[src/hw/rtl/ppa_pkg.sv]
// Shared types and constants for the polygon perimeter / area block.
// Used by ppa_mul, ppa_isqrt and polygon_perimeter_area. No dependencies.
`timescale 1ns / 1ps

package ppa_pkg;

	// coordinate and item geometry
	localparam int COORD_W      = 16;
	localparam int DIFF_W       = COORD_W + 1;
	localparam int TERM_W       = 2 * COORD_W;
	localparam int SQ_W         = 2 * COORD_W + 1;
	localparam int FRAC_B       = 8;
	localparam int MAX_VERTICES = 256;
	localparam int CNT_W        = $clog2(MAX_VERTICES + 1);

	// accumulators
	localparam int LEN_W   = 34;
	localparam int SIDE_W  = 26;
	localparam int CROSS_W = 41;
	localparam int AREA_W  = 40;
	localparam int CRS_W   = CROSS_W + 2;

	// square root: radicand is the squared length shifted up by 2*FRAC_B, padded to even
	localparam int ROOT_W = (SQ_W + 2 * FRAC_B + 1) / 2;
	localparam int RAD_W  = 2 * ROOT_W;
	localparam int REM_W  = ROOT_W + 3;
	localparam int ITER_W = $clog2(ROOT_W + 1);

	// shared multiplier
	localparam int MUL_A_W = (SIDE_W + 1 > DIFF_W) ? SIDE_W + 1 : DIFF_W;
	localparam int MUL_B_W = (CNT_W + 1 > DIFF_W + 1) ? CNT_W + 1 : DIFF_W + 1;
	localparam int MUL_P_W = MUL_A_W + MUL_B_W;

	// stream packing
	localparam int S_DATA_W = 2 * COORD_W;
	localparam int M_RAW_W  = LEN_W + AREA_W + CNT_W;
	localparam int M_DATA_W = ((M_RAW_W + 7) / 8) * 8;

	// perimeter modes
	localparam logic [1:0] MODE_OPEN    = 2'd0;
	localparam logic [1:0] MODE_CLOSED  = 2'd1;
	localparam logic [1:0] MODE_REGULAR = 2'd2;

	typedef enum logic [3:0] {
		ST_IDLE,
		ST_SQX,
		ST_SQY,
		ST_RGO,
		ST_CRA,
		ST_CRB,
		ST_CRC,
		ST_WAIT,
		ST_POST,
		ST_MODE,
		ST_RMUL,
		ST_OUT
	} st_t;

	typedef struct packed {
		logic             start;
		logic [RAD_W-1:0] radicand;
	} isq_req_t;

	typedef struct packed {
		logic              busy;
		logic              done;
		logic [ROOT_W-1:0] root;
	} isq_rsp_t;

endpackage

[src/hw/rtl/ppa_mul.sv]
// Shared signed multiplier with registered product.
// Depends on ppa_pkg for operand widths.
`timescale 1ns / 1ps

module ppa_mul (
	input  logic                                clk,
	input  logic signed [ppa_pkg::MUL_A_W-1:0]  a,
	input  logic signed [ppa_pkg::MUL_B_W-1:0]  b,
	output logic signed [ppa_pkg::MUL_P_W-1:0]  p
);
	import ppa_pkg::*;

	logic signed [MUL_P_W-1:0] p_q;

	always_ff @(posedge clk) begin
		p_q <= a * b;
	end

	assign p = p_q;

endmodule

[config.mk]
export PLATFORM = sky130hd
export DESIGN_NAME = ppa_mul
export DESIGN_NICKNAME = d
export VERILOG_FILES = /design/src/hw/rtl/ppa_pkg.sv /design/src/hw/rtl/ppa_mul.sv
export SDC_FILE = /design/constraint.sdc
export NUM_CORES = 1
export LEC_CHECK = 0
export BUFFER_PORTS_ARGS = -buffer_cell sky130_fd_sc_hd__buf_4
export CAP_MARGIN = 20
export CORE_AREA = 5 5 188 190
export CTS_CLUSTER_SIZE = 16
export DETAILED_ROUTE_END_ITERATION = 10
export DIE_AREA = 0 0 193 195
export HOLD_SLACK_MARGIN = 0.08
export PLACE_DENSITY = 0.75
export SLEW_MARGIN = 20
export SYNTH_ARGS = -nofsm -noshare
export SYNTH_HDL_FRONTEND = slang
export SYNTH_SLANG_ARGS = --single-unit
[constraint.sdc]
create_clock -name clk -period 7.1 [get_ports clk]
set_input_delay 0.71 -clock clk [delete_from_list [all_inputs] [get_ports clk]]
set_output_delay 0.71 -clock clk [all_outputs]
set_load 0.02 [all_outputs]
Word-level counts from Yosys, hierarchy flattened

Index checks and enable logic that the tools add are counted.

Bits in registers: 45
RAM bits: 0
Word-level logic and storage cells: 2
Bits in latches: 0
Memories kept: 0
ROM bits: 0
Bits of input ports: 46

$lt $le $gt $ge: 0
Eq/ne operators: 0
Muxes and demuxes: 0
Divide/modulo/power cells: 0
Reduce and logical (&&, ||, !) cells: 0
Add/subtract/negate cells: 0
Shifts and indexed selects: 0
Bitwise logic cells: 0
Multiply operators: 1

Operators with widths:

| cell           | count |
|---|---|
| $mul 27x18->45 | 1 |

Logic depth before layout (Yosys ltp)

Gate-level depths: netlist (run 1).

Word-level depth: 1
Depth in mapped cells: 26

Worst setup path before layout (run 1)

Ideal clock, no wire load.

Kind: input-to-reg
Start: in a[11] (netlist name)
End: reg p_q[35], in the netlist p[35]
Data required time: 7.036 ns
Path slack: 0.585 ns
Path buffers: 2
Stages on the path: 22
Arrival time: 6.452 ns
Cells stage by stage: clkbuf_1 clkbuf_1 nand2_1 fa_1 fa_1 fa_1 inv_1 fa_1 fa_1 inv_1 fa_1 inv_1 ha_1 a21o_2 a21o_2 a21oi_1 o21ai_0 o2111a_1 o21ai_2 a211oi_1 or4_1 nand4_1

Word-level cells in the longest chain between the ends: 1

Ends and longest elaborated chain:

| what                 | line          | text |
|---|---|---|
| start, declared      | ppa_mul.sv:7  | `input logic signed [ppa_pkg::MUL_A_W-1:0] a,` |
| $mul 27x18->45       | ppa_mul.sv:16 | `p_q <= a * b;` |
| end signal, assigned | ppa_mul.sv:16 |  |
| end, declared        | ppa_mul.sv:13 | `logic signed [MUL_P_W-1:0] p_q;` |

Every way passes these cells.

Worst setup path in the final report (run 1)

Start: in b[17] (netlist name)
End: reg p_q[44], in the netlist p[44]

Word-level cells in the longest chain between the ends: 1

Ends and longest elaborated chain:

| what            | line          | text |
|---|---|---|
| start, declared | ppa_mul.sv:8  | `input logic signed [ppa_pkg::MUL_B_W-1:0] b,` |
| $mul 27x18->45  | ppa_mul.sv:16 |  |

Every way passes these cells.

==> results of run 1 <==
==> metrics by stage <==
step           worst slack (ps)  area, µm²  util (%)
3_3_place_gp                153      19000      57.1
3_5_place_dp               51.5      19000      57.1
5_1_grt                    8.84      19200      57.6
6_report                    321      19200      57.6
4_1_cts                     295      19200      57.6
2_1_floorplan               585      18000         -
==> cell usage in the layout (no fill, tap or decap), types with 2 or more instances in the layout <==
cell type  instances
a211o_1            3
a211oi_1           5
a21boi_0           2
a21o_1             9
a21o_2             3
a21oi_1           36
a221oi_1           2
a31oi_1            2
and2_1           188
and3_1             4
buf_4            101
clkbuf_16          5
dfxtp_1           45
diode_2            2
fa_1             473
ha_1             111
inv_1            554
inv_6              2
nand2_1          294
nand2b_1           9
nand3_1            7
nand3b_1           2
nand4_1            5
nor2_1            44
nor2b_1            2
nor3_1             8
nor4_1             3
o211ai_1           5
o21a_1             9
o21ai_0           19
o21bai_1           6
o31ai_1            2
xnor2_1           34
xor2_1             6
==> logic make-up after synthesis <==
family	after synthesis	share of synthesized area (%)
compound gates	117	4.36
buf+inv	644	13.4
simple gates	571	15.1
xor+xnor	40	1.94
fa+ha+maj	584	60.2
flops	45	5.00
==> how the worst max path moves through the flow <==
stage	from	endpoint	slack [ps]	cells past startpoint
after floorplan	a[11]	p[35]$_DFF_P_	580	22
after global placement	b[3]	p[30]$_DFF_P_	150	21
after detailed placement	b[3]	p[30]$_DFF_P_	50	21
after CTS	b[17]	p[44]$_DFF_P_	300	21
after global routing	b[3]	p[30]$_DFF_P_	9	21
final	b[17]	p[44]$_DFF_P_	320	21
==> per-layer routing <==
layer  vias up  global-route usage [%]  wire length (µm)
li1       5723                       -                 -
met1      6722                    32.3             17500
met2       502                    43.2             22700
met3       120                    4.20              3080
met4         0                    9.65              1750
met5         -                       0                 0
==> area by class of cell <==
| cell class | instances | share of cell area, % |
|---|---|---|
| timing repair buffer | 101 | 3.95 |
| tap | 448 | 2.92 |
| inverter | 554 | 10.8 |
| clock buffer | 5 | 0.653 |
| antenna | 2 | 0.0261 |
| multi-input combinational | 1312 | 76.7 |
| clock inverter | 3 | 0.150 |
| sequential | 45 | 4.70 |
==> metrics.yaml, run 1 <==
timing:
  timing.fmax_mhz: 148
  setup_viol: 0
  fin_setup_tns_ps: 0
  holdWs_ps: 817
  worstMarginPinSlew_ps: 786
  rsz0062_at_grt: "false"
  drv_slew: 0
  relSlewSlack_pct: 47.4
  period_share_pct: 95.5
  fin_crit_ps: 6780
  hold_violations: 0
placement:
  numPortBuffers: 90
  gp_congestion: 0.900
  hpwl_um: 37100
  dp.cells: 2460
cells_and_area:
  multi_input_area_um2: 14700
  nNetsFinal: 2649
  layout-drive-gt1-share_pct: 5.84
  syn2layout_area_growth_pct: 6.32
  fillers: 2916
  regArea_um2: 901
  final_cells: 2470
  largest_reg_flops: 45
detailed_routing:
  vias: 13100
  ant_nets: 0
  drt-total-wl_um: 45000
  drt_iter0_drc: 868
  avgRoutedWirePerCell_um: 18.2
  drcViolationCount: 0
  dr.pass1.iters: 6
  drt-vias-per-instance: 5.29
logic_synthesis:
  synth-seq-cells: 45
  async_reset_ff_share_pct: 0
  synthTopCellsByCount: "554 x inv_1, 473 x fa_1, 294 x nand2_1, 188 x and2_1, 111 x ha_1"
  synth_cell_types: 51
  synth.most_common_cell: "inv_1"
  syn_avg_cell_area_um2: 9.01
  synth_edf_count: 0
  ys_seq_area_share_pct: 5.00
  yosysTopAreaCell: "fa_1"
  yosysWarningCount: 0
  syn_area_um2: 18000
  synthTopCellsByArea: "fa_1 53%, inv_1 12%, ha_1 7.7%"
  synth_cells: 2001
  synth_top_area_share_pct: 52.5
  synth_nets: 2631
  synth_ff_type: "dfxtp_1"
global_routing:
  overflow: 0
  grt_max_degree: 28
  grt_pass1_vias: 14900
  grtUsageTotal_pct: 25.3
  antenna_found_initial: 0
  grt_pass1_wl_um: 75400
clock_network:
  clock_tree.root_cell: "clkbuf_16"
  cts_sinks: 45
  clk_pin_slew_worst_paths_ps: 80
  post-cts-setup-buffers: 0
  holdBufCountCts: 0
  clock_path_buffers: 2
  tritoncts: "yes"
  cts_made_buffers: 5
  ctsResizeCount: 0
  h-tree-depth: 2
worst_setup_path:
  worstPathRequired_ps: 7330
  path_common_cell: "fa_1"
  cpLargestDelayFamily: "adder cells"
  start_kind: "primary input"
  arrival_ps: 7010
  crit_path_max_incr_delay_ps: 610
  slowest_stage: "nor2_1"
  end_kind: "flop"
  critPathBufInv: 4
  path_cells: "buf_4 > inv_1 > nor2_1 > fa_1 > fa_1 > fa_1 > fa_1 > fa_1 > inv_1 > fa_1 > inv_1 > ha_1 > nand2_1 > nor2_1 > nand3_1 > nor3_1 > a21o_1 > a21oi_1 > o21a_1 > a211o_1 > o211ai_1"
  crit_type: "in -> reg"
  cp_max_fo: 15
worst_hold_path:
  min_from: "a[0]"
  worstHoldPathCells: 2
  min_path_type: "in -> reg"
  hold_path_end: "p[0]$_DFF_P_"
floorplan:
  design.die.area_um2: 37600
  num_io_pins: 91
  die_w_um: 193
  start_util_pct: 54.2
  rows: 67
  core_um2: 33300
  die_h_um: 195
outcome:
  outcome: "finished, final reports clean"
run:
  cap_violations: 0
Power of run 1 is not shown: default switching activity piles up to over one toggle a cycle in this logic, so the estimate is an artifact.
==> run 2, diff against run 1 <==
CORE_AREA = 10 10 193 195   (was 5 5 188 190)
DIE_AREA = 0 0 203 205   (was 0 0 193 195)
clock period = 7.5 ns   (was 7.1 ns; I/O delays follow)
==> metrics.yaml, run 2 (synthesized netlist as in run 1, its figures left out) <==
clock_network:
  ctsResizeCount: 0
  post-cts-setup-buffers: 0
  tritoncts: "yes"
  cts_sinks: 45
  clock_path_buffers: 2
  holdBufCountCts: 0
  clock_tree.root_cell: "clkbuf_16"
  h-tree-depth: 2
  clk_pin_slew_worst_paths_ps: 80
  cts_made_buffers: 5
timing:
  drv_slew: 0
  rsz0062_at_grt: "false"
  relSlewSlack_pct: 49.4
  period_share_pct: 93.5
  fin_setup_tns_ps: 0
  timing.fmax_mhz: 143
  hold_violations: 0
  fin_crit_ps: 7010
  holdWs_ps: 825
  worstMarginPinSlew_ps: 753
  setup_viol: 0
worst_setup_path:
  cp_max_fo: 27
  slowest_stage: "nor3_1"
  crit_type: "in -> reg"
  path_cells: "buf_4 > nand2_1 > fa_1 > inv_1 > fa_1 > inv_1 > fa_1 > inv_1 > fa_1 > fa_1 > inv_1 > fa_1 > inv_1 > ha_1 > nand2_1 > o21ai_0 > a221oi_1 > buf_4 > nor3_1 > a21o_1 > a21oi_1 > o21a_1 > a21oi_1 > o211ai_1"
  worstPathRequired_ps: 7700
  start_kind: "primary input"
  cpLargestDelayFamily: "adder cells"
  end_kind: "flop"
  crit_path_max_incr_delay_ps: 610
  path_common_cell: "fa_1"
  critPathBufInv: 7
  arrival_ps: 7210
floorplan:
  design.die.area_um2: 41600
  num_io_pins: 91
  die_w_um: 203
  start_util_pct: 54.2
  rows: 67
  die_h_um: 205
  core_um2: 33300
run:
  cap_violations: 0
detailed_routing:
  drt_iter0_drc: 688
  drt-total-wl_um: 43900
  avgRoutedWirePerCell_um: 17.8
  ant_nets: 0
  drcViolationCount: 0
  dr.pass1.iters: 5
  vias: 13000
  drt-vias-per-instance: 5.26
placement:
  hpwl_um: 36100
  numPortBuffers: 90
  gp_congestion: 0.932
  placed_area_um2: 19000
worst_hold_path:
  min_path_type: "in -> reg"
cells_and_area:
  nNetsFinal: 2646
  fillers: 2902
  fin_area_um2: 19100
  largest_reg_flops: 45
  layout-drive-gt1-share_pct: 5.70
  layout_commonest_cell: "inv_1"
  mostFrequentLayoutCells: "554 x inv_1, 473 x fa_1, 294 x nand2_1, 188 x and2_1, 111 x ha_1"
  syn2layout_area_growth_pct: 6.17
  diodes: 0
global_routing:
  grt_pass1_vias: 14500
  overflow: 0
  grtUsageTotal_pct: 22.6
  antenna_found_initial: 0
  grt_max_degree: 28
  grt_pass1_wl_um: 74500
outcome:
  outcome: "finished, final reports clean"
run 2: cell types whose count changed in the layout (fill, tap and decap cells not counted), sizes merged:
cell and delta:
buf -3, diode -2
run 2: through the flow:
stage | setup slack (ps) | cells | util (%)
after CTS | 568 | 2465 | 57.5
final | 486 | 2465 | 57.5
after global placement | 258 | 2457 | 57.1
after floorplan | 945 | 2001 | -
after global routing | 186 | 2465 | 57.5
after detailed placement | 198 | 2457 | 57.1
run 2: final timing paths:
kind | startpoint | to | depth (start not counted)
setup / recovery | b[9] | p[44]$_DFF_P_ | 24
hold / removal | a[0] | p[0]$_DFF_P_ | 2
run 2: layout make-up:
type                            count  area [µm²]  share of cell area (%)
Clock buffer                        5         125                   0.654
Clock inverter                      3        28.8                   0.150
Inverter                          554        2080                    10.9
Multi-Input combinational cell   1312       14700                    76.9
Sequential cell                    45         901                    4.71
Tap cell                          448         561                    2.93
Timing Repair Buffer               98         736                    3.84
run 2: per-layer routing:
metal	vias up	wire length [µm]	GRT usage [%]	share of wire, %
met4	0	1340	8.10	3.0
met5	-	0	0	0
li1	5717	-	-	-
met1	6733	16400	26.6	37
met2	437	23100	40.5	53
met3	78	3080	4.45	7.0
Power of run 2 is left out for the same reason.
