$ cat src/hw/rtl/ppa_pkg.sv
// Shared types and constants for the polygon perimeter / area block.
// Used by ppa_mul, ppa_isqrt and polygon_perimeter_area. No dependencies.
`timescale 1ns / 1ps

package ppa_pkg;

	// coordinate and item geometry
	localparam int COORD_W      = 16;
	localparam int DIFF_W       = COORD_W + 1;
	localparam int TERM_W       = 2 * COORD_W;
	localparam int SQ_W         = 2 * COORD_W + 1;
	localparam int FRAC_B       = 8;
	localparam int MAX_VERTICES = 256;
	localparam int CNT_W        = $clog2(MAX_VERTICES + 1);

	// accumulators
	localparam int LEN_W   = 34;
	localparam int SIDE_W  = 26;
	localparam int CROSS_W = 41;
	localparam int AREA_W  = 40;
	localparam int CRS_W   = CROSS_W + 2;

	// square root: radicand is the squared length shifted up by 2*FRAC_B, padded to even
	localparam int ROOT_W = (SQ_W + 2 * FRAC_B + 1) / 2;
	localparam int RAD_W  = 2 * ROOT_W;
	localparam int REM_W  = ROOT_W + 3;
	localparam int ITER_W = $clog2(ROOT_W + 1);

	// shared multiplier
	localparam int MUL_A_W = (SIDE_W + 1 > DIFF_W) ? SIDE_W + 1 : DIFF_W;
	localparam int MUL_B_W = (CNT_W + 1 > DIFF_W + 1) ? CNT_W + 1 : DIFF_W + 1;
	localparam int MUL_P_W = MUL_A_W + MUL_B_W;

	// stream packing
	localparam int S_DATA_W = 2 * COORD_W;
	localparam int M_RAW_W  = LEN_W + AREA_W + CNT_W;
	localparam int M_DATA_W = ((M_RAW_W + 7) / 8) * 8;

	// perimeter modes
	localparam logic [1:0] MODE_OPEN    = 2'd0;
	localparam logic [1:0] MODE_CLOSED  = 2'd1;
	localparam logic [1:0] MODE_REGULAR = 2'd2;

	typedef enum logic [3:0] {
		ST_IDLE,
		ST_SQX,
		ST_SQY,
		ST_RGO,
		ST_CRA,
		ST_CRB,
		ST_CRC,
		ST_WAIT,
		ST_POST,
		ST_MODE,
		ST_RMUL,
		ST_OUT
	} st_t;

	typedef struct packed {
		logic             start;
		logic [RAD_W-1:0] radicand;
	} isq_req_t;

	typedef struct packed {
		logic              busy;
		logic              done;
		logic [ROOT_W-1:0] root;
	} isq_rsp_t;

endpackage

$ cat src/hw/rtl/ppa_isqrt.sv
// Bit-serial integer square root, one root bit per cycle (restoring).
// Depends on ppa_pkg for widths and the request/response structs.
`timescale 1ns / 1ps

module ppa_isqrt (
	input  logic              clk,
	input  logic              arst_n,
	input  ppa_pkg::isq_req_t req,
	output ppa_pkg::isq_rsp_t rsp
);
	import ppa_pkg::*;

	logic [RAD_W-1:0]  rad_q;
	logic [REM_W-1:0]  rem_q;
	logic [ROOT_W-1:0] root_q;
	logic [ITER_W-1:0] cnt_q;
	logic              busy_q;
	logic              done_q;

	logic [REM_W-1:0] rem_sh;
	logic [REM_W-1:0] trial;
	logic             take;

	always_comb begin
		rem_sh = {rem_q[REM_W-3:0], rad_q[RAD_W-1 -: 2]};
		trial  = {{(REM_W-ROOT_W-2){1'b0}}, root_q, 2'b01};
		take   = (rem_sh >= trial);
	end

	always_ff @(posedge clk or negedge arst_n) begin
		if (!arst_n) begin
			busy_q <= 1'b0;
			done_q <= 1'b0;
			cnt_q  <= '0;
		end else begin
			done_q <= 1'b0;
			if (req.start) begin
				busy_q <= 1'b1;
				cnt_q  <= ITER_W'(ROOT_W);
			end else if (busy_q) begin
				cnt_q <= cnt_q - 1'b1;
				if (cnt_q == ITER_W'(1)) begin
					busy_q <= 1'b0;
					done_q <= 1'b1;
				end
			end
		end
	end

	always_ff @(posedge clk) begin
		if (req.start) begin
			rad_q  <= req.radicand;
			rem_q  <= '0;
			root_q <= '0;
		end else if (busy_q) begin
			rad_q <= {rad_q[RAD_W-3:0], 2'b00};
			if (take) begin
				rem_q  <= rem_sh - trial;
				root_q <= {root_q[ROOT_W-2:0], 1'b1};
			end else begin
				rem_q  <= rem_sh;
				root_q <= {root_q[ROOT_W-2:0], 1'b0};
			end
		end
	end

	assign rsp.busy = busy_q;
	assign rsp.done = done_q;
	assign rsp.root = root_q;

	a_no_restart: assert property (@(posedge clk) disable iff (!arst_n)
		req.start |-> !busy_q)
		else $error("isqrt restarted while busy");

	a_finish: assert property (@(posedge clk) disable iff (!arst_n)
		(busy_q && !req.start && cnt_q == ITER_W'(1)) |=> (done_q && !busy_q))
		else $error("isqrt did not finish after last iteration");

	a_done_pulse: assert property (@(posedge clk) disable iff (!arst_n)
		done_q |=> !done_q)
		else $error("isqrt done held longer than one cycle");

endmodule

$ cat config.mk
export PLATFORM = sky130hd
export DESIGN_NAME = ppa_isqrt
export DESIGN_NICKNAME = d
export VERILOG_FILES = /design/src/hw/rtl/ppa_pkg.sv /design/src/hw/rtl/ppa_isqrt.sv
export SDC_FILE = /design/constraint.sdc
export NUM_CORES = 1
export LEC_CHECK = 0
export BUFFER_PORTS_ARGS = -buffer_cell sky130_fd_sc_hd__buf_2
export CAP_MARGIN = 40
export CORE_MARGIN = 3
export CORE_UTILIZATION = 40
export CTS_BUF_LIST = sky130_fd_sc_hd__clkbuf_8
export CTS_CLUSTER_DIAMETER = 30
export DETAILED_ROUTE_END_ITERATION = 10
export GPL_ROUTABILITY_DRIVEN = 0
export SYNTH_ARGS = -nofsm -noshare
export SYNTH_HDL_FRONTEND = slang
export SYNTH_SLANG_ARGS = --single-unit
$ cat constraint.sdc
create_clock -name clk -period 2.31 [get_ports clk]
set_input_delay 0.231 -clock clk [delete_from_list [all_inputs] [get_ports clk]]
set_output_delay 0.231 -clock clk [all_outputs]
set_load 0.02 [all_outputs]
### Word level (Yosys, flattened, before mapping)

Index checks and enable logic that the tools add are counted.

| storage, ports and cells | value |
|---|---|
| bits in registers | 108 |
| input bits | 53 |
| output and inout port bits | 27 |
| logic and storage cells | 23 |

| operators by class | value |
|---|---|
| add/subtract/negate cells | 2 |
| $lt $le $gt $ge | 1 |
| equality and inequality tests | 1 |
| muxes and demuxes | 12 |
| reductions and logical operators | 1 |

Operator list:

| operator | number |
|---|---|
| two-way mux 50 bit | 2 |
| greater-or-equal comparator 28 x 27 -> 1 bit | 1 |
| two-way mux 26 bit | 1 |
| subtractor 26 bit | 1 |
| two-way mux 5 bit | 2 |
| two-way mux 1 bit | 7 |
| equality test 5 x 1 -> 1 bit, second input constant | 1 |
| subtractor 5 x 1 -> 5 bit, second input constant | 1 |
| nonzero test 2 bit | 1 |

### Longest topological paths before layout

Gate-level depths: netlist of the first run.

| logic depth | value |
|---|---|
| depth after elaboration | 4 |
| depth in mapped cells | 12 |
| gate-level depth less buffers | 10 |

### Worst setup path after synthesis of the first run

OpenSTA, ideal clock, no wires.

| timing | value |
|---|---|
| path kind | register to register |
| from | register root_q[6] |
| to | register rem_q[23] |
| library setup time | 88 ps |
| arrival | 2591 ps |
| data required time | 2222 ps |
| setup slack | -369 ps |
| stages on the path, launching flop included | 11 |
| path buffers | 0 |
| clock period less this slack | 2679 ps |
| cell sequence | dfxtp_1 -> inv_1 -> ha_1 -> a21oi_1 -> o21ai_2 -> a2111oi_2 -> o31ai_2 -> a31o_1 -> mux2i_1 -> or3_1 -> a311oi_2 |

| on the way | value |
|---|---|
| cells in the longest elaborated chain, start to end | 2 |
| elaborated cells on any way between the ends | 3 |
| classes of those cells | 1 x add/sub; 1 x order compare; 1 x mux |

RTL lines:

| what | line | text |
|---|---|---|
| start, declared | ppa_isqrt.sv:15 | `logic [ROOT_W-1:0] root_q;` |
| start signal, assigned | ppa_isqrt.sv:59 | `root_q <= {root_q[ROOT_W-2:0], 1'b1};` |
| start signal, assigned | ppa_isqrt.sv:62 | `root_q <= {root_q[ROOT_W-2:0], 1'b0};` |
| subtractor 26 bit / greater-or-equal comparator 28 x 27 -> 1 bit (equally long branches) | ppa_isqrt.sv:58, ppa_isqrt.sv:27 |  |
| two-way mux 26 bit (*) | ppa_isqrt.sv:57 | `if (take) begin` |
| end signal, assigned | ppa_isqrt.sv:58 | `rem_q <= rem_sh - trial;` |
| end signal, assigned | ppa_isqrt.sv:61 | `rem_q <= rem_sh;` |
| end, declared | ppa_isqrt.sv:14 | `logic [REM_W-1:0] rem_q;` |

Every way passes the cells marked *; elsewhere a longest branch is shown, timed or not.
A chain may end at the register's enable or synchronous reset.

### Worst setup path in the final report of the first run

| timing | value |
|---|---|
| from | register root_q[2] |
| to | register rem_q[10] |

The elaborated chain is that of the path after synthesis.

==> results of run 1 <==
-- cells in the mapped netlist, types with 5 or more instances --
cell type	n	area, µm²
nand2_1	25	93.8
a21oi_1	30	150
nor3_1	5	25.0
nor2b_1	5	31.3
buf_1	6	22.5
inv_1	33	124
ha_1	29	363
mux2i_1	39	390
dfxtp_1	51	1020
mux2_2	48	541
nor2_1	60	225
a21o_1	13	97.6
xor2_1	8	70.1
edfxtp_1	50	1500
nand2b_1	8	50.1
clkbuf_1	19	71.3
xnor2_1	17	149
nand3_1	9	45.0
o21ai_0	8	40.0
dfrtp_1	7	175
nand4_1	5	31.3
a211oi_1	17	128
-- layout make-up --
type	count	area, µm²
Clock buffer	9	124
Clock inverter	7	57.6
Multi-Input combinational cell	394	3340
Timing Repair Buffer	185	1210
Inverter	33	124
Tap cell	180	225
Fill cell	1287	6380
Sequential cell	108	2740
-- power by group through the flow --
stage	sequential, W	combinational, W	clock (W)
after CTS	0.00248	0.00564	0.00118
after global routing	0.00252	0.00654	0.00125
final	0.00248	0.00598	0.00113
after detailed placement	0.00252	0.00528	0
after floorplan	0.00251	0.00361	0
after global placement	0.00251	0.00522	0
-- cell families (layout without fill, tap and decap cells) --
group / after synthesis / in the layout / share of synthesized area (%)
flops: 108 / 108 / 45.3
fa+ha+maj: 29 / 29 / 6.10
xor+xnor: 25 / 25 / 3.68
simple gates: 141 / 141 / 11.3
compound gates: 112 / 112 / 13.4
mux: 87 / 87 / 15.6
buf+inv: 65 / 234 / 4.52
-- flip-flops by register name, summed over array words and instances (netlist names) --
signal,cells
rad_q,50
rem_q,26
root_q,25
cnt_q,5
busy_q,1
done_q,1
-- worst max-delay path: cells and delay by family, from the launching register on --
family                   cells  cell delay, ps
adder cells (fa/ha/maj)      1             280
flip-flops                   1             360
AND/OR/NAND/NOR              4             680
AO/OA/AOI/OAI                4             930
buffers and inverters        1              40
-- stage by stage --
stage               cell area, µm²  setup TNS (ps)  cells  util (%)
global placement              7380           -1100    891      51.9
floorplan                     6170           -16.7    567         -
finish                        7830            -571    916      55.1
CTS                           7680            -546    911      54.1
detailed placement            7380           -1750    891      51.9
global route                  7830           -3490    916      55.1
-- layer usage --
| metal | vias up | wire (µm) | track usage, % |
|---|---|---|---|
| li1 | 2353 | - | - |
| met1 | 2247 | 6220 | 21.8 |
| met2 | 94 | 6330 | 27.4 |
| met3 | 10 | 711 | 5.54 |
| met4 | 0 | 121 | 3.62 |
| met5 | - | 0 | 0 |
-- timing repair --
item,in CTS,in global routing
buffers inserted,3,5
pin swaps,22,7
hold endpoints to repair,7,0
hold buffers,1,0
gates resized for setup,26,19
endpoints found under the setup margin,25,27
-- cell usage in the layout (no fill, tap or decap), types with 10 or more instances in the layout --
| master | count |
|---|---|
| buf_4 | 101 |
| buf_2 | 78 |
| nor2_1 | 57 |
| edfxtp_1 | 50 |
| mux2_2 | 48 |
| mux2i_1 | 39 |
| dfxtp_1 | 34 |
| inv_1 | 26 |
| nand2_1 | 23 |
| a21oi_1 | 23 |
| xnor2_1 | 16 |
| a211oi_1 | 15 |
| ha_1 | 15 |
| a21o_1 | 13 |
| ha_4 | 12 |
| dfxtp_2 | 10 |
-- worst paths after layout --
path | from | depth (start not counted) | slack (ps) | end
worst max register to register | root_q[2] | 10 | -70 | rem_q[10]
max in group asynchronous | arst_n | 2 | 1950 | busy_q
min in group asynchronous | arst_n | 2 | 190 | busy_q
worst max-delay path | root_q[2] | 10 | -70 | rem_q[10]
worst min-delay path | req[1] | 2 | 120 | rad_q[1]
worst min register to register | rem_q[25] | 2 | 520 | rem_q[25]
==> reports/results.ini, run 1 <==
[status]
status = finished, violations left
violations = negative setup slack

[detailed_routing]
vias = 4704
wire_per_inst_um = 14.6
routed_wirelength_um = 13400
drc = 0
ant_nets = 0
drtPass1Iterations = 4
drtIter0Drc = 211
vias_per_cell = 5.14

[power]
p_comb_share_pct = 62.4
p_leak_nw = 3.53
power_switching_w = 0.00369
ir_drop_v = 0.000618
finalPower_w = 0.00960
power.density_nw_per_um2 = 1230
p_seq_share_pct = 25.9
p_int_w = 0.00590
clockPowerShare_pct = 11.7
swShare_pct = 38.5

[setup_path]
worstPathMaxFanout = 7
startpoint_type = register
arrival_ps = 2680
cp-end-kind = register
slowest_stage = or3b_4
worstSetupPathType = reg2reg
path_cells = inv_2, ha_4, nand3_1, o21bai_2, a211oi_2, nor3_4, o21bai_4, nand2_4, or3b_4, a311oi_2
cp.required_ps = 2610
worst_path_largest_cell_delay_ps = 390

[grt]
grt_pass1_vias = 4778
grt_pass1_wl_um = 22500
overflow = 0
grt_max_degree = 52
antenna_found_initial = 0
grt_use_total_pct = 16.8

[floorplanning]
die_width_um = 128
floorplan.die_area_um2 = 16400
num_rows = 43
core-area_um2 = 14200
initial_core_util_pct = 41.9
num_io_pins = 80
dieHeight_um = 128

[place]
numPortBuffers = 79
pre_cts_slack_ps = -122
dp_hpwl_um = 9790

[flow_run]
maxCapViolCount = 0

[layout]
diodes = 0
syn2layout_area_growth_pct = 31.5
layout-drive-gt1-share_pct = 45.5
layout.nets = 813

[synth]
avgSynthCellArea_um2 = 10.5
syn_nets = 649
netlist_instances = 567
ys_seq_area_share_pct = 45.3
syn_area_um2 = 5950
ys.warnings.count = 0
synth-edff-count = 50
synth_seq_cells = 108
synth_cell_type_count = 61
synthArstFlopShare_pct = 6.48
yosys_most_used_dff = dfxtp_1

[clocking]
clockBufferDepth = 2
cts_sinks = 108
path_clk_slew_ps = 110
cts_buffers = 9
cts_max_level = 3
tritoncts = yes
cts_root_buffer = clkbuf_8
clk_latency_ps = 390

[timing]
maxSlewHeadroom_pct = 62.6
hold_violations = 0
rsz0062_at_grt = true
hold_ws_ps = 123
setup_viol = 19
worst-slew-pin-transition_ps = 562
fin_crit_ps = 2380
final_max_slew_viol_count = 0
clock_skew_ps = 13.8
max_freq_ghz = 0.420
final.period_utilization_pct = 103
worst_slack_ps = -69.1

[min_path]
min_path_type = in2reg

Power figures use the tool's default switching activity.
==> run 2, diff against run 1 <==
- CORE_MARGIN: 3 -> not set
==> reports/results.ini, run 2 (same netlist as run 1, synthesis figures left out) <==
[setup_path]
startpoint_type = register  ; unchanged
worst_path_largest_cell_delay_ps = 410  ; was 390 ps
r2r_setup_slack_ps = -110  ; was -70 ps
ff2ff_path_depth = 10  ; unchanged
cp.required_ps = 2610  ; about the same
path_cells = inv_2, ha_4, nand4_1, buf_4, a211oi_4, nor3_2, o21bai_2, nand2_4, or3b_4, a311oi_2  ; was inv_2, ha_4, nand3_1, o21bai_2, a211oi_2, nor3_4, o21bai_4, nand2_4, or3b_4, a311oi_2
cp-end-kind = register  ; unchanged
slowest_stage = or3b_4  ; unchanged
critPathTopFamily = simple AND/OR/NAND/NOR gates  ; was compound AO/OA/AOI/OAI gates
regToRegEndpoint = rem_q[10]  ; unchanged
arrival_ps = 2720  ; was 2680 ps
worstPathMaxFanout = 7  ; unchanged
cp_num_buf_inv = 2  ; was 1
worstSetupPathType = reg2reg  ; unchanged
r2r_start = root_q[6]  ; was root_q[2]

[layout]
largest_reg_flops = 50  ; unchanged
regMostFlops = rad_q  ; unchanged
final_cell_mix = buf_4, buf_2, nor2_1, edfxtp_1, mux2_2  ; unchanged
layout_commonest_cell = buf_4  ; unchanged
nFillCells = 1323  ; was 1287
syn2layout_area_growth_pct = 33.3  ; was 31.5%
multi_input_area_um2 = 3390  ; was 3340 µm²
reg_top3 = rad_q x50, rem_q x26, root_q x25  ; unchanged
layout.nets = 811  ; was 813
diodes = 0  ; unchanged
layout-drive-gt1-share_pct = 46.9  ; was 45.5%
finalCoreUtilization_pct = 54.6  ; was 55.1%
seqCellArea_um2 = 2740  ; unchanged

[detailed_routing]
drc = 0  ; unchanged
drtIter0Drc = 231  ; was 211
drtPass1Iterations = 4  ; unchanged
vias = 4701  ; was 4704
wire_per_inst_um = 14.3  ; was 14.6 µm
ant_nets = 0  ; unchanged
routed_wirelength_um = 13100  ; was 13400 µm
vias_per_cell = 5.12  ; was 5.14

[clocking]
cts_root_buffer = clkbuf_8  ; unchanged
clockBufferDepth = 2  ; unchanged
tritoncts = yes  ; unchanged
cts_max_level = 3  ; unchanged
path_clk_slew_ps = 110  ; about the same
cts_sinks = 108  ; unchanged
clk_latency_ps = 400  ; was 390 ps
cts_buffers = 9  ; unchanged

[timing]
clock_skew_ps = 16.8  ; was 13.8 ps
setup_viol = 18  ; was 19
maxSlewHeadroom_pct = 68.3  ; was 62.6%
rsz0062_at_grt = true  ; unchanged
fin_crit_ps = 2420  ; was 2380 ps
final_max_slew_viol_count = 0  ; unchanged
worst_slack_ps = -107  ; was -69.1 ps
final.period_utilization_pct = 105  ; was 103%
hold_violations = 0  ; unchanged
max_freq_ghz = 0.414  ; was 0.420 GHz
worst-slew-pin-transition_ps = 476  ; was 562 ps

[power]
power.density_nw_per_um2 = 1260  ; was 1230 nW/µm²
p_leak_nw = 3.55  ; was 3.53 nW
ir_drop_v = 0.000711  ; was 0.000618 V

[min_path]
min_to = rad_q[0]  ; was rad_q[1]
min_path_cells = 2  ; unchanged
min_path_type = in2reg  ; unchanged
hp-start = req[0]  ; was req[1]

[grt]
grt_max_degree = 87  ; was 52
grt_pass1_wl_um = 21400  ; was 22500 µm
overflow = 0  ; unchanged
grt_use_total_pct = 17.8  ; was 16.8%
antenna_found_initial = 0  ; unchanged
grt_pass1_vias = 4741  ; was 4778

[floorplanning]
floorplan.die_area_um2 = 15400  ; was 16400 µm²
die_width_um = 124  ; was 128 µm
dieHeight_um = 124  ; was 128 µm
num_rows = 44  ; was 43
num_io_pins = 80  ; unchanged
initial_core_util_pct = 41.0  ; was 41.9%
core-area_um2 = 14500  ; was 14200 µm²

[place]
dp_hpwl_um = 9450  ; was 9790 µm
numPortBuffers = 79  ; unchanged
pre_cts_slack_ps = -139  ; was -122 ps

[status]
violations = negative setup slack  ; unchanged
status = finished, violations left  ; unchanged

[flow_run]
maxCapViolCount = 0  ; unchanged

==> run 2: cell types whose count changed in the layout (fill, tap and decap cells not counted), sizes merged <==
| cell | previous run | this run |
|---|---|---|
| buf | 184 | 182 |
| clkinvlp | 1 | 0 |
| bufinv | 0 | 1 |
==> run 2: routing by layer <==
metal	wire length, µm	up-vias	track usage, %
li1	-	2353	-
met4	261	0	6.03
met5	0	-	0
met1	5870	2231	21.8
met2	6400	89	29.6
met3	572	28	5.40
==> run 2: layout make-up <==
type / instances / share of cell area (%)
Inverter: 33 / 1.56
Multi-Input combinational cell: 394 / 42.8
Tap cell: 184 / 2.90
Timing Repair Buffer: 183 / 15.5
Clock buffer: 9 / 1.56
Sequential cell: 108 / 34.5
Clock inverter: 7 / 1.20
==> run 2: worst max-delay path by stage <==
stage	startpoint	end	cells after the start
global placement	root_q[19]	rem_q[23]	11
finish	root_q[6]	rem_q[10]	10
floorplan	root_q[1]	rem_q[23]	10
CTS	root_q[1]	rem_q[10]	10
global route	root_q[17]	rem_q[10]	9
detailed placement	root_q[6]	rem_q[25]	11
==> run 2: metrics by stage <==
step,hold slack (ps),std cells,power [W],instance area (µm²),TNS (ps)
4_1_cts,93.5,915,0.00949,7730,-396
2_1_floorplan,-64.6,567,0.00612,6170,-16.7
5_1_grt,94.2,918,0.0107,7930,-3420
3_3_place_gp,69.9,894,0.00775,7400,-280
3_5_place_dp,73.3,894,0.00782,7400,-931
6_report,114,918,0.0100,7930,-767
==> run 2: worst reg2reg max path: stages (launching register included) <==
cell	delay, ps
dfxtp_4	360
inv_2	40
ha_4	290
nand4_1	190
buf_4	210
a211oi_4	190
nor3_2	90
o21bai_2	180
nand2_4	110
or3b_4	410
a311oi_2	250
==> run 2: what timing repair did <==
action / 4_1_cts / 5_1_grt
endpoints found under the setup margin: 24 / 27
buffers inserted: 3 / 4
pin swaps: 19 / 18
resized for setup: 21 / 38
hold endpoints to repair: 7 / 0
hold buffers: 1 / 0
cloned: 1 / 0
==> run 2: power by group <==
group	leakage, nW	switching, W	internal, W
registers	1.04	0.000176	0.00230
clock network	0.113	0.000744	0.000541
logic	2.40	0.00292	0.00333
total	3.55	0.00384	0.00618
==> run 3, diff against run 2 <==
- BUFFER_PORTS_ARGS: -buffer_cell sky130_fd_sc_hd__buf_2 -> -buffer_cell sky130_fd_sc_hd__buf_4
==> reports/results.ini, run 3 (same netlist as run 1, synthesis figures left out) <==
[timing]
final_max_slew_viol_count = 0  ; unchanged
rsz0062_at_grt = true  ; unchanged
fin_setup_tns_ps = -552  ; was -767 ps
max_freq_ghz = 0.415  ; was 0.414 GHz
worst_slack_ps = -99.2  ; was -107 ps
setup_viol = 17  ; was 18
final.period_utilization_pct = 104  ; was 105%
maxSlewHeadroom_pct = 59.9  ; was 68.3%
worst-slew-pin-transition_ps = 602  ; was 476 ps
fin_crit_ps = 2410  ; was 2420 ps
hold_violations = 0  ; unchanged
clock_skew_ps = 13.2  ; was 16.8 ps

[power]
p_leak_nw = 3.55  ; about the same
finalPower_w = 0.00992  ; was 0.0100 W
power.density_nw_per_um2 = 1230  ; was 1260 nW/µm²
ir_drop_v = 0.000596  ; was 0.000711 V

[floorplanning]
num_rows = 44  ; unchanged
dieHeight_um = 124  ; unchanged
initial_core_util_pct = 41.0  ; unchanged
floorplan.die_area_um2 = 15400  ; unchanged
num_io_pins = 80  ; unchanged
core-area_um2 = 14500  ; unchanged
die_width_um = 124  ; unchanged

[detailed_routing]
vias = 4685  ; was 4701
vias_per_cell = 5.15  ; was 5.12
ant_nets = 0  ; unchanged
drtIter0Drc = 274  ; was 231
wire_per_inst_um = 14.8  ; was 14.3 µm
drtPass1Iterations = 4  ; unchanged
drc = 0  ; unchanged
routed_wirelength_um = 13500  ; was 13100 µm

[layout]
reg_top3 = rad_q x50, rem_q x26, root_q x25  ; unchanged
largest_reg_flops = 50  ; unchanged
syn2layout_area_growth_pct = 35.3  ; was 33.3%
layout-drive-gt1-share_pct = 45.8  ; was 46.9%
regMostFlops = rad_q  ; unchanged
diodes = 0  ; unchanged
layout.nets = 802  ; was 811
layout_commonest_cell = buf_4  ; unchanged
final_cell_mix = buf_4, nor2_1, edfxtp_1, mux2_2, mux2i_1  ; was buf_4, buf_2, nor2_1, edfxtp_1, mux2_2

[setup_path]
worst_path_largest_cell_delay_ps = 410  ; about the same
slowest_stage = a2111oi_4  ; was or3b_4
arrival_ps = 2730  ; was 2720 ps
startpoint_type = register  ; unchanged
cp_num_buf_inv = 2  ; unchanged
worstSetupPathType = reg2reg  ; unchanged
path_cells = inv_2, ha_4, buf_6, nand2_2, nor2_2, a2111oi_4, o31ai_2, a31o_1, mux2i_1, or3_1, a311oi_2  ; was inv_2, ha_4, nand4_1, buf_4, a211oi_4, nor3_2, o21bai_2, nand2_4, or3b_4, a311oi_2
r2r_setup_slack_ps = -100  ; was -110 ps
critPathTopFamily = compound AO/OA/AOI/OAI gates  ; was simple AND/OR/NAND/NOR gates
cp-end-kind = register  ; unchanged
cp.required_ps = 2630  ; was 2610 ps
worstPathMaxFanout = 4  ; was 7

[status]
status = finished, violations left  ; unchanged
violations = negative setup slack  ; unchanged

[min_path]
min_path_type = in2reg  ; unchanged

[clocking]
clk_latency_ps = 410  ; was 400 ps
cts_sinks = 108  ; unchanged
cts_root_buffer = clkbuf_8  ; unchanged
clockBufferDepth = 2  ; unchanged
tritoncts = yes  ; unchanged
path_clk_slew_ps = 110  ; about the same
cts_max_level = 3  ; unchanged
cts_buffers = 9  ; unchanged

[grt]
grt_use_total_pct = 18.4  ; was 17.8%
overflow = 0  ; unchanged
grt_pass1_vias = 4623  ; was 4741
grt_pass1_wl_um = 22000  ; was 21400 µm
grt_max_degree = 111  ; was 87
antenna_found_initial = 0  ; unchanged

[place]
numPortBuffers = 79  ; unchanged
dp_hpwl_um = 9150  ; was 9450 µm

[flow_run]
maxCapViolCount = 0  ; unchanged

## run 3: cell count changes in the layout (fill, tap and decap cells not counted), moves of 2 or more
cell,delta
ha_2,+2
nor3_2,-2
buf_6,+2
ha_1,-3
inv_6,+4
inv_8,-4
buf_2,-78
o21ai_0,-3
buf_4,+66
o21ai_1,+3
## run 3: power breakdown
group / switching [W] / internal [W] / total, W / leakage [nW]
sequential: 0.000183 / 0.00230 / 0.00249 / 1.04
combinational: 0.00287 / 0.00328 / 0.00615 / 2.40
clock: 0.000751 / 0.000534 / 0.00128 / 0.110
## run 3: worst paths after layout
kind	start	endpoint	depth (start not counted)
setup reg to reg	root_q[3]	rem_q[23]	11
hold / removal	req[1]	rad_q[1]	2
setup / recovery	root_q[3]	rem_q[23]	11
max in group asynchronous	arst_n	busy_q	2
hold reg to reg	rem_q[12]	rem_q[12]	2
min in group asynchronous	arst_n	cnt_q[4]	2
## run 3: timing repair
action,CTS,global route
pin swaps,26,12
gates cloned,1,0
resized for setup,33,28
setup endpoints to repair,26,27
hold endpoints to repair,7,0
buffers inserted,5,1
hold buffers,1,0
## run 3: cell type report
class | count | area, µm²
sequential | 108 | 2740
multi-input combinational | 394 | 3370
tap | 184 | 230
fill | 1313 | 6480
inverter | 33 | 124
clock inverter | 7 | 92.6
timing repair buffer | 174 | 1370
clock buffer | 9 | 124
## run 3: per-layer routing
layer	vias up	GRT usage, %	share of wire, %
li1	2333	-	-
met1	2256	22.7	45
met2	81	31.1	50
met3	15	4.76	3.8
met4	0	6.47	1.5
met5	-	0	0
## run 3: worst register-to-register path, stage by stage (launching register included)
cell,delay (ps)
dfxtp_4,360
inv_2,40
ha_4,240
buf_6,130
nand2_2,80
nor2_2,60
a2111oi_4,410
o31ai_2,120
a31o_1,220
mux2i_1,120
or3_1,320
a311oi_2,230
## run 3: stage by stage
stage                     util [%]  std cells  area (µm²)  hold WS [ps]  setup slack, ps
after floorplan                  -        567        6170         -64.6            -16.7
after CTS                     54.6        908        7940          82.3            -84.8
after global placement        51.7        884        7520          46.3             -102
final                         55.4        909        8050           110            -99.2
after global routing          55.4        909        8050          88.3             -195
after detailed placement      51.9        885        7540          47.6             -112
